**src/rtl/rcpd_pkg.sv**
```systemverilog
// ----------------------------------------------------------------------------
// Radix conversion package
// Shared widths and radix limits for the packed-digit radix converter.
// ----------------------------------------------------------------------------
package rcpd_pkg;

	localparam int PACKED_BITS = 47;
	localparam int RADIX_BITS  = 4;
	localparam int DIGIT_BITS  = 4;

	localparam logic [RADIX_BITS-1:0] RADIX_MIN   = 4'd2;
	localparam logic [RADIX_BITS-1:0] RADIX_MAX   = 4'd10;
	localparam logic [RADIX_BITS-1:0] RADIX_RESET = 4'd8;

	typedef logic [PACKED_BITS-1:0] packed_t;
	typedef logic [DIGIT_BITS-1:0]  digit_t;
	typedef logic [RADIX_BITS-1:0]  radix_t;

endpackage

```
**src/rtl/radix_convert_packed_digits.sv**
```systemverilog
// ----------------------------------------------------------------------------
// Radix converter with packed decimal digits
// Rewrites a signed integer in a configurable base from 2 to 10 and returns
// the base-N digits as the decimal digits of a binary number.
// ----------------------------------------------------------------------------
// The block accepts one signed word at a time and converts it in a single
// shared compare-subtract divider that produces one quotient bit per cycle.
// Each base-N digit is one full division by the base; digits are pushed on
// a small stack, least significant first, and then popped most significant
// first into the packed result with one multiply-by-ten-and-add per cycle.
// A non-negative word has at most fifteen digits at the default width (base
// 2). Zero and negative words skip the divider and go straight to the
// result; a negative word returns bad_input = 1 and packed_digits = 0.
// in_ready is high only while no conversion is running; the result sits in
// its own output register, so a new word may be accepted while the previous
// result still waits for out_ready. The radix register resets to 8; values
// below 2 act as 2 and values above 10 act as 10. Write it only while idle.
// Results wider than 47 bits (possible only with VALUE_BITS raised) keep
// their low 47 bits.
// ----------------------------------------------------------------------------
module radix_convert_packed_digits
	import rcpd_pkg::*;
#(
	parameter int VALUE_BITS = 16
) (
	input  logic                         clk,
	input  logic                         arst_n,
	// radix register write
	input  logic                         cfg_we,
	input  logic [RADIX_BITS-1:0]        cfg_wdata,
	// input word
	input  logic                         in_valid,
	output logic                         in_ready,
	input  logic signed [VALUE_BITS-1:0] value,
	// result word
	output logic                         out_valid,
	input  logic                         out_ready,
	output logic [PACKED_BITS-1:0]       packed_digits,
	output logic                         bad_input
);

	// magnitude width of a non-negative word, and the most digits it can have
	localparam int MAG_BITS  = VALUE_BITS - 1;
	localparam int DIGITS    = MAG_BITS;
	localparam int CNT_BITS  = $clog2(MAG_BITS);
	localparam int NDIG_BITS = $clog2(DIGITS + 1);

	localparam logic [1:0] S_IDLE = 2'd0;
	localparam logic [1:0] S_DIV  = 2'd1;
	localparam logic [1:0] S_POP  = 2'd2;
	localparam logic [1:0] S_FIN  = 2'd3;

	logic [1:0]           state_q;
	radix_t               radix_q;
	radix_t               base_q;
	logic [MAG_BITS-1:0]  rest_q;
	digit_t               rem_q;
	logic [CNT_BITS-1:0]  bit_cnt_q;
	logic [NDIG_BITS-1:0] ndig_q;
	digit_t               stack_q [DIGITS];
	packed_t              acc_q;
	logic                 neg_q;
	logic                 out_valid_q;
	packed_t              out_packed_q;
	logic                 out_bad_q;

	logic                 in_fire;
	logic                 out_free;
	logic                 fin_fire;
	logic                 last_bit;
	logic [4:0]           trial;
	logic                 ge;
	digit_t               rem_nx;
	logic [MAG_BITS-1:0]  quot_nx;
	radix_t               base_sat;
	packed_t              acc_nx;

	assign in_ready  = (state_q == S_IDLE);
	assign in_fire   = in_valid && in_ready;
	assign out_free  = !out_valid_q || out_ready;
	assign fin_fire  = (state_q == S_FIN) && out_free;
	assign last_bit  = (bit_cnt_q == CNT_BITS'(MAG_BITS - 1));

	assign out_valid     = out_valid_q;
	assign packed_digits = out_packed_q;
	assign bad_input     = out_bad_q;

	// clamp the configured radix into the supported range
	always_comb begin
		base_sat = radix_q;
		if (radix_q < RADIX_MIN) begin
			base_sat = RADIX_MIN;
		end else if (radix_q > RADIX_MAX) begin
			base_sat = RADIX_MAX;
		end
	end

	// shared divider step: bring down the next magnitude bit, subtract the
	// base when it fits; the remainder always stays below the base
	assign trial   = {rem_q, rest_q[MAG_BITS-1]};
	assign ge      = (trial >= {1'b0, base_q});
	assign rem_nx  = ge ? DIGIT_BITS'(trial - {1'b0, base_q}) : DIGIT_BITS'(trial);
	assign quot_nx = {rest_q[MAG_BITS-2:0], ge};

	// Horner step: acc * 10 + digit, wrapping at the packed width
	assign acc_nx = PACKED_BITS'((acc_q << 3) + (acc_q << 1)
		+ {{(PACKED_BITS-DIGIT_BITS){1'b0}}, stack_q[0]});

	// control
	always_ff @(posedge clk or negedge arst_n) begin
		if (!arst_n) begin
			state_q     <= S_IDLE;
			radix_q     <= RADIX_RESET;
			bit_cnt_q   <= '0;
			ndig_q      <= '0;
			out_valid_q <= 1'b0;
		end else begin
			if (cfg_we) begin
				radix_q <= cfg_wdata;
			end
			if (fin_fire) begin
				out_valid_q <= 1'b1;
			end else if (out_ready) begin
				out_valid_q <= 1'b0;
			end
			case (state_q)
				S_IDLE: begin
					if (in_fire) begin
						bit_cnt_q <= '0;
						ndig_q    <= '0;
						// negative or zero words skip straight to the result
						if (value[VALUE_BITS-1] || (value[MAG_BITS-1:0] == '0)) begin
							state_q <= S_FIN;
						end else begin
							state_q <= S_DIV;
						end
					end
				end
				S_DIV: begin
					bit_cnt_q <= last_bit ? '0 : CNT_BITS'(bit_cnt_q + 1'b1);
					if (last_bit) begin
						ndig_q <= NDIG_BITS'(ndig_q + 1'b1);
						if (quot_nx == '0) begin
							state_q <= S_POP;
						end
					end
				end
				S_POP: begin
					ndig_q <= NDIG_BITS'(ndig_q - 1'b1);
					if (ndig_q == NDIG_BITS'(1)) begin
						state_q <= S_FIN;
					end
				end
				S_FIN: begin
					if (out_free) begin
						state_q <= S_IDLE;
					end
				end
				default: begin
					state_q <= S_IDLE;
				end
			endcase
		end
	end

	// datapath
	always_ff @(posedge clk) begin
		case (state_q)
			S_IDLE: begin
				if (in_fire) begin
					rest_q <= value[MAG_BITS-1:0];
					neg_q  <= value[VALUE_BITS-1];
					base_q <= base_sat;
					rem_q  <= '0;
					acc_q  <= '0;
				end
			end
			S_DIV: begin
				if (last_bit) begin
					// push the finished digit, restart on the quotient
					rest_q <= quot_nx;
					rem_q  <= '0;
					for (int i = DIGITS - 1; i > 0; i--) begin
						stack_q[i] <= stack_q[i-1];
					end
					stack_q[0] <= rem_nx;
				end else begin
					rest_q <= quot_nx;
					rem_q  <= rem_nx;
				end
			end
			S_POP: begin
				// pop most significant digit first
				acc_q <= acc_nx;
				for (int i = 0; i < DIGITS - 1; i++) begin
					stack_q[i] <= stack_q[i+1];
				end
			end
			default: begin
			end
		endcase
		if (fin_fire) begin
			out_packed_q <= neg_q ? '0 : acc_q;
			out_bad_q    <= neg_q;
		end
	end

	// a flagged result always carries zero
	a_bad_zero: assert property (@(posedge clk) disable iff (!arst_n)
		out_valid && bad_input |-> packed_digits == '0)
		else $error("bad_input result with nonzero packed_digits");

	// the divider remainder never reaches the base
	a_rem_range: assert property (@(posedge clk) disable iff (!arst_n)
		state_q == S_DIV |-> rem_q < base_q)
		else $error("divider remainder out of range");

	// the digit stack never overflows
	a_ndig_range: assert property (@(posedge clk) disable iff (!arst_n)
		ndig_q <= NDIG_BITS'(DIGITS))
		else $error("digit stack overflow");

	// a negative word goes straight to the result stage
	a_neg_fast: assert property (@(posedge clk) disable iff (!arst_n)
		in_fire && value[VALUE_BITS-1] |=> state_q == S_FIN && neg_q)
		else $error("negative word not flagged");

endmodule
```
**config.mk**
```make
export PLATFORM = sky130hd
export DESIGN_NAME = radix_convert_packed_digits
export DESIGN_NICKNAME = d
export VERILOG_FILES = /design/src/rtl/rcpd_pkg.sv /design/src/rtl/radix_convert_packed_digits.sv
export SDC_FILE = /design/constraint.sdc
export NUM_CORES = 1
export LEC_CHECK = 0
export ABC_CLOCK_PERIOD_IN_PS = 6000
export BUFFER_PORTS_ARGS = -buffer_cell sky130_fd_sc_hd__buf_2
export CAP_MARGIN = 40
export CORE_AREA = 2 2 146 148
export CTS_BUF_LIST = sky130_fd_sc_hd__clkbuf_4 sky130_fd_sc_hd__clkbuf_8 sky130_fd_sc_hd__clkbuf_16
export DETAILED_ROUTE_END_ITERATION = 10
export DIE_AREA = 0 0 148 150
export PLACE_DENSITY_LB_ADDON = 0.05
export SLEW_MARGIN = 20
export SYNTH_ARGS = -nofsm -noshare
export SYNTH_HDL_FRONTEND = slang
export SYNTH_SLANG_ARGS = --single-unit
```
**constraint.sdc**
```tcl
create_clock -name clk -period 6 [get_ports clk]
set_input_delay 0.3 -clock clk [delete_from_list [all_inputs] [get_ports clk]]
set_output_delay 0.3 -clock clk [all_outputs]
set_load 0.02 [all_outputs]
```
Word-level counts from Yosys, hierarchy flattened. Memories as Yosys holds them, arrays and structs flattened. Index checks and enable logic that the tools add are counted.

Bits in registers: 134. Memory bits (writable): 60. Output and inout bits: 50. Memories kept: 1.

$add $sub $neg: 6. $lt $le $gt $ge: 3. Eq/ne operators: 10. Muxes and demuxes: 41. Bitwise gates (word level): 14. Reductions and logical operators: 18.

Memory list: stack_q (words 15, bits a word 4, read ports 15, clocked after Yosys merged registers in 0, write ports 15, RTL line radix_convert_packed_digits.sv:60) `digit_t stack_q [DIGITS];`.

Operators with widths (number): one-hot mux 47 bit (2 select lines) (1); two-way mux 4 bit (20); adder 47 x 4 -> 47 bit (1); adder 47 bit (1); two-way mux 47 bit (1); zero test 15 bit (2); one-hot mux 15 bit (2 select lines) (1); one-hot mux 4 bit (2 select lines) (2); two-way mux 15 bit (1); OR 1 bit (14); two-way mux 2 bit (6); one-hot mux 4 bit (3 select lines) (1); adder 4 x 1 -> 4 bit, second input constant (2); != test 2 bit, second input constant (4); one-hot mux 2 bit (4 select lines) (1); two-way mux 1 bit (7); AND reduction 2 bit (3); nonzero test 2 bit (3); greater-or-equal comparator 5 x 4 -> 1 bit (1); AND reduction 5 bit (1); == test 2 bit, second input constant (2); == test 4 x 1 -> 1 bit, second input constant (1); == test 4 bit, second input constant (1); > comparator 4 bit, second input constant (1); other kinds (12) (14).

Depth between registers and ports, before layout.
Depth after elaboration: 5. Depth in mapped cells: 12.

Least setup slack after synthesis. Ideal clock, no wire load.

Path type: reg-to-reg. Start point: register state_q[1]. End point: memory stack_q[0][0] in the netlist's numbering (enable). Setup time: 0.547 ns. Data arrival time: 4.968 ns. Data required time: 5.453 ns. Slack: 0.485 ns. Cell stages (with the launch flop): 6. Path buffers: 1. Clock period less this slack: 5.515 ns. Cell sequence: dfrtp_1 inv_1 ha_1 clkbuf_1 inv_1 o21ai_0.

RTL lines: start: declaration (RTL line radix_convert_packed_digits.sv:53) `logic [1:0] state_q;`; start signal: assignment (RTL line radix_convert_packed_digits.sv:112) `state_q <= S_IDLE;`; start signal: assignment (RTL line radix_convert_packed_digits.sv:133) `state_q <= S_FIN;`; start signal: assignment (RTL line radix_convert_packed_digits.sv:135) `state_q <= S_DIV;`; end: declaration (RTL line radix_convert_packed_digits.sv:60).

Worst setup path after layout.
Start point: register acc_q[14]. End point: register acc_q[46], data pin.

Word-level cells in the longest chain between the ends: 3.

RTL lines: start: declaration (RTL line radix_convert_packed_digits.sv:61) `packed_t acc_q;`; start signal: assignment (RTL line radix_convert_packed_digits.sv:194) `acc_q <= acc_nx;`; adder 47 bit (RTL line radix_convert_packed_digits.sv:106) `assign acc_nx = PACKED_BITS'((acc_q << 3) + (acc_q << 1)`; adder 47 x 4 -> 47 bit (RTL line radix_convert_packed_digits.sv:107) `+ {{(PACKED_BITS-DIGIT_BITS){1'b0}}, stack_q[0]});`; one-hot mux 47 bit (2 select lines) (RTL line radix_convert_packed_digits.sv:168) `case (state_q)`.

Every way passes these cells. A chain may end at the register's enable or synchronous reset.

==> flow_summary.yaml <==
detailed_routing:
  vias_per_cell: 5.598
  routed_wl_um: 21340
  drt_iter0_drc: 421
  detail-route-antenna-nets: 0
  wl_per_cell_um: 16.45
  drcViolationCount: 0
  via_count: 7260
  drt-pass1-iter-count: 5
clocking:
  cts_resized: 0
  htreeDepth: 4
  cts.sinks: 194
  clk_path_buf_depth: 2
  cts_setup_buffers: 0
  cts_tree: "built"
  clock_latency_ns: 0.44
  root_buffer: "clkbuf_16"
  path_clk_slew_ns: 0.09
  cts-buffers-inserted: 17
global_route:
  busiest_layer: "met2"
  antenna_found_initial: 0
  grt-ovfl-total: 0
  grt_use_total_pct: 20.47
  met2_usage_pct: 33.87
  grt_max_degree: 66
  grt_pass1_vias: 7233
  gr-usage-met1_pct: 27.67
  grt_util_met3_pct: 3.354
  grt_pass1_wl_um: 36100
critical_path:
  slowest_delay_ns: 0.42
  path_max_fanout: 6
  critical_path_required_ns: 6.19
  crit_type: "flop to flop"
  rr_endpoint: "acc_q[46]"
  crit_path_frequent_cell: "ha_1"
  cp_cell_sequence: "ha_1 > ha_1 > a21oi_1 > o21ai_1 > o31ai_1 > o2111ai_1 > a21oi_2 > o21ai_2 > a211oi_2 > mux2_1"
  reg2reg_slack_ns: 2.63
  reg2reg_depth: 10
  arrival_ns: 3.55
  rr_startpoint: "acc_q[14]"
  crit_path_start_kind: "flop"
  end_kind: "flop"
  crit_slowest_cell: "edfxtp_1"
synth:
  async_flop_share_pct: 7.732
  synth-main-ff-cell: "edfxtp_1"
  ys_seq_elements: 194
  synth.top_cell.area_share_pct: 48.36
  synth_edf_count: 179
  syn_nets: 1065
  avgSynthCellArea_um2: 11.87
  synth_largest_area_cell: "edfxtp_1"
  ys_types: 66
  yosysSeqAreaShare_pct: 51.75
  yosysWarnings: 0
  syn_inst: 936
  ys_top_cells_by_area: "edfxtp_1 48%, ha_1 11%, mux2_2 7.3%"
  syn-cell-area_mm2: 0.01111
hold_path:
  hold_depth: 1
  hold_class: "primary input to flop"
  whs_endpoint: "neg_q"
  hold_start: "value[15]"
sta:
  slew_viol_final: 0
  fin_crit_sh_pct: 56.09
  post-route-min-period_ns: 3.366
  timing.fmax_ghz: 0.2971
  setup_tns_ns: 0
  setup-violations-final: 0
  hold_violations: 0
  worstMarginPinSlew_ns: 0.6966
  grt_setup_unrepaired: "no"
  clock_skew_ns: 0.01016
  maxSlewHeadroom_pct: 53.56
final_layout:
  diodes: 0
  stdcell_area_mm2: 0.01248
  nNetsFinal: 1138
  area_growth_pct: 12.28
  drive_gt1_share_pct: 21.33
place:
  numPortBuffers: 74
  dpl.hpwl_um: 15300
  gp_congestion: 0.8642
  placed_area_mm2: 0.01183
floorplan:
  die-width_um: 148
  die_area_mm2: 0.02220
  core_mm2: 0.02069
  initial_utilization_pct: 53.72
  num_rows: 53
  io_pins: 75
  die_h_um: 150
run_status:
  status: "finished, final reports clean"
job:
  drv_cap: 0
-- timing repair --
item,CTS,global route
hold endpoints to repair,14,0
setup endpoints to repair,0,0
hold buffers,1,0
-- layer usage --
metal	part of all wire [%]	vias up
met1	46	3466
met3	2.9	29
met2	49	130
met5	0	-
met4	2.1	0
li1	-	3635
-- critical path: cells and delay by family (launching register included) --
| kind | cells | cell delay (ns) |
|---|---|---|
| AOI/OAI and AO/OA | 7 | 1.63 |
| adders and majority gates | 2 | 0.70 |
| DFF | 1 | 0.42 |
| muxes | 1 | 0.34 |
-- cell usage in the layout, fill, tap and decap left out, types with 17 or more instances in the layout --
master     Yosys  layout
a21oi_1       52      52
xnor2_1       18      18
inv_1         30      30
nand2_1       68      68
ha_1         101     100
buf_2          2      74
o21ai_0       42      40
nor2b_1       52      52
xor2_1        18      18
mux2_2        72      72
clkbuf_16      0      17
edfxtp_1     179     179
nor2_1        75      75
-- synth_stat cells (3+ instances only) --
library cell	instances
and3_1	5
nor4_1	5
inv_1	30
o211ai_1	4
mux2_2	72
a21o_1	15
nand2_1	68
nand4_1	12
and2_1	8
o221ai_1	3
edfxtp_1	179
nand3_1	15
a21oi_2	5
nand2b_1	11
nor2_1	75
xnor2_1	18
or3_1	7
o21ai_0	42
o2111ai_1	3
o21ai_2	3
dfrtp_1	14
fa_1	3
clkbuf_1	26
o31ai_1	8
o21a_1	8
mux2i_1	5
nor3_1	11
a211oi_2	3
nor2b_1	52
a21oi_1	52
a31oi_1	4
o21bai_1	5
xor2_1	18
ha_1	101
-- flip-flops by register name, indices dropped and copies added, names as in the netlist, 4 cells and up --
signal / cells
bit_cnt_q: 4
base_q: 4
rest_q: 15
packed_digits: 47
rem_q: 4
ndig_q: 4
acc_q: 47
stack_q: 60
radix_q: 4
-- cell type report --
cell class	instances	area, um^2
clock inverters	15	196.4
fillers	1723	8210
flip-flops and latches	194	5752
inverters	31	116.4
repair buffers	84	488.0
well taps	275	344.1
multi-input cells	681	5157
clock buffers	17	425.4
-- stage by stage --
stage | instances | hold WS (ns) | utilization (%) | setup slack [ns]
4_1_cts | 1296 | 0.05014 | 60.24 | 2.651
6_report | 1297 | 0.06823 | 60.32 | 2.634
2_1_floorplan | 936 | 0.004409 | - | 0.4850
3_3_place_gp | 1261 | 0.2355 | 56.96 | 2.759
3_5_place_dp | 1263 | 0.2344 | 57.19 | 2.688
5_1_grt | 1297 | 0.05331 | 60.32 | 2.368
-- worst max path at each step --
| stage | from | end | slack (ns) | cells past startpoint |
|---|---|---|---|---|
| 2_1_floorplan | state_q[1] | stack_q[0][0] | 0.48 | 5 |
| 3_3_place_gp | acc_q[0] | acc_q[43] | 2.76 | 12 |
| 3_5_place_dp | acc_q[14] | acc_q[46] | 2.69 | 10 |
| 4_1_cts | acc_q[14] | acc_q[46] | 2.65 | 10 |
| 5_1_grt | acc_q[0] | acc_q[37] | 2.37 | 12 |
| 6_report | acc_q[14] | acc_q[46] | 2.63 | 10 |
-- cell families (layout without fill, tap and decap cells) --
kind of cell    after synthesis  after routing  share of synthesized area, %
simple gates                284            284                         12.86
flops                       194            194                         51.75
compound gates              179            179                         10.72
fa+ha+maj                   104            104                         11.91
mux                          78             78                         7.846
buf+inv                      61            147                         2.083
xor+xnor                     36             36                         2.837
Power is not shown: default switching activity piles up to over one toggle a cycle in this logic, so the estimate is an artifact.
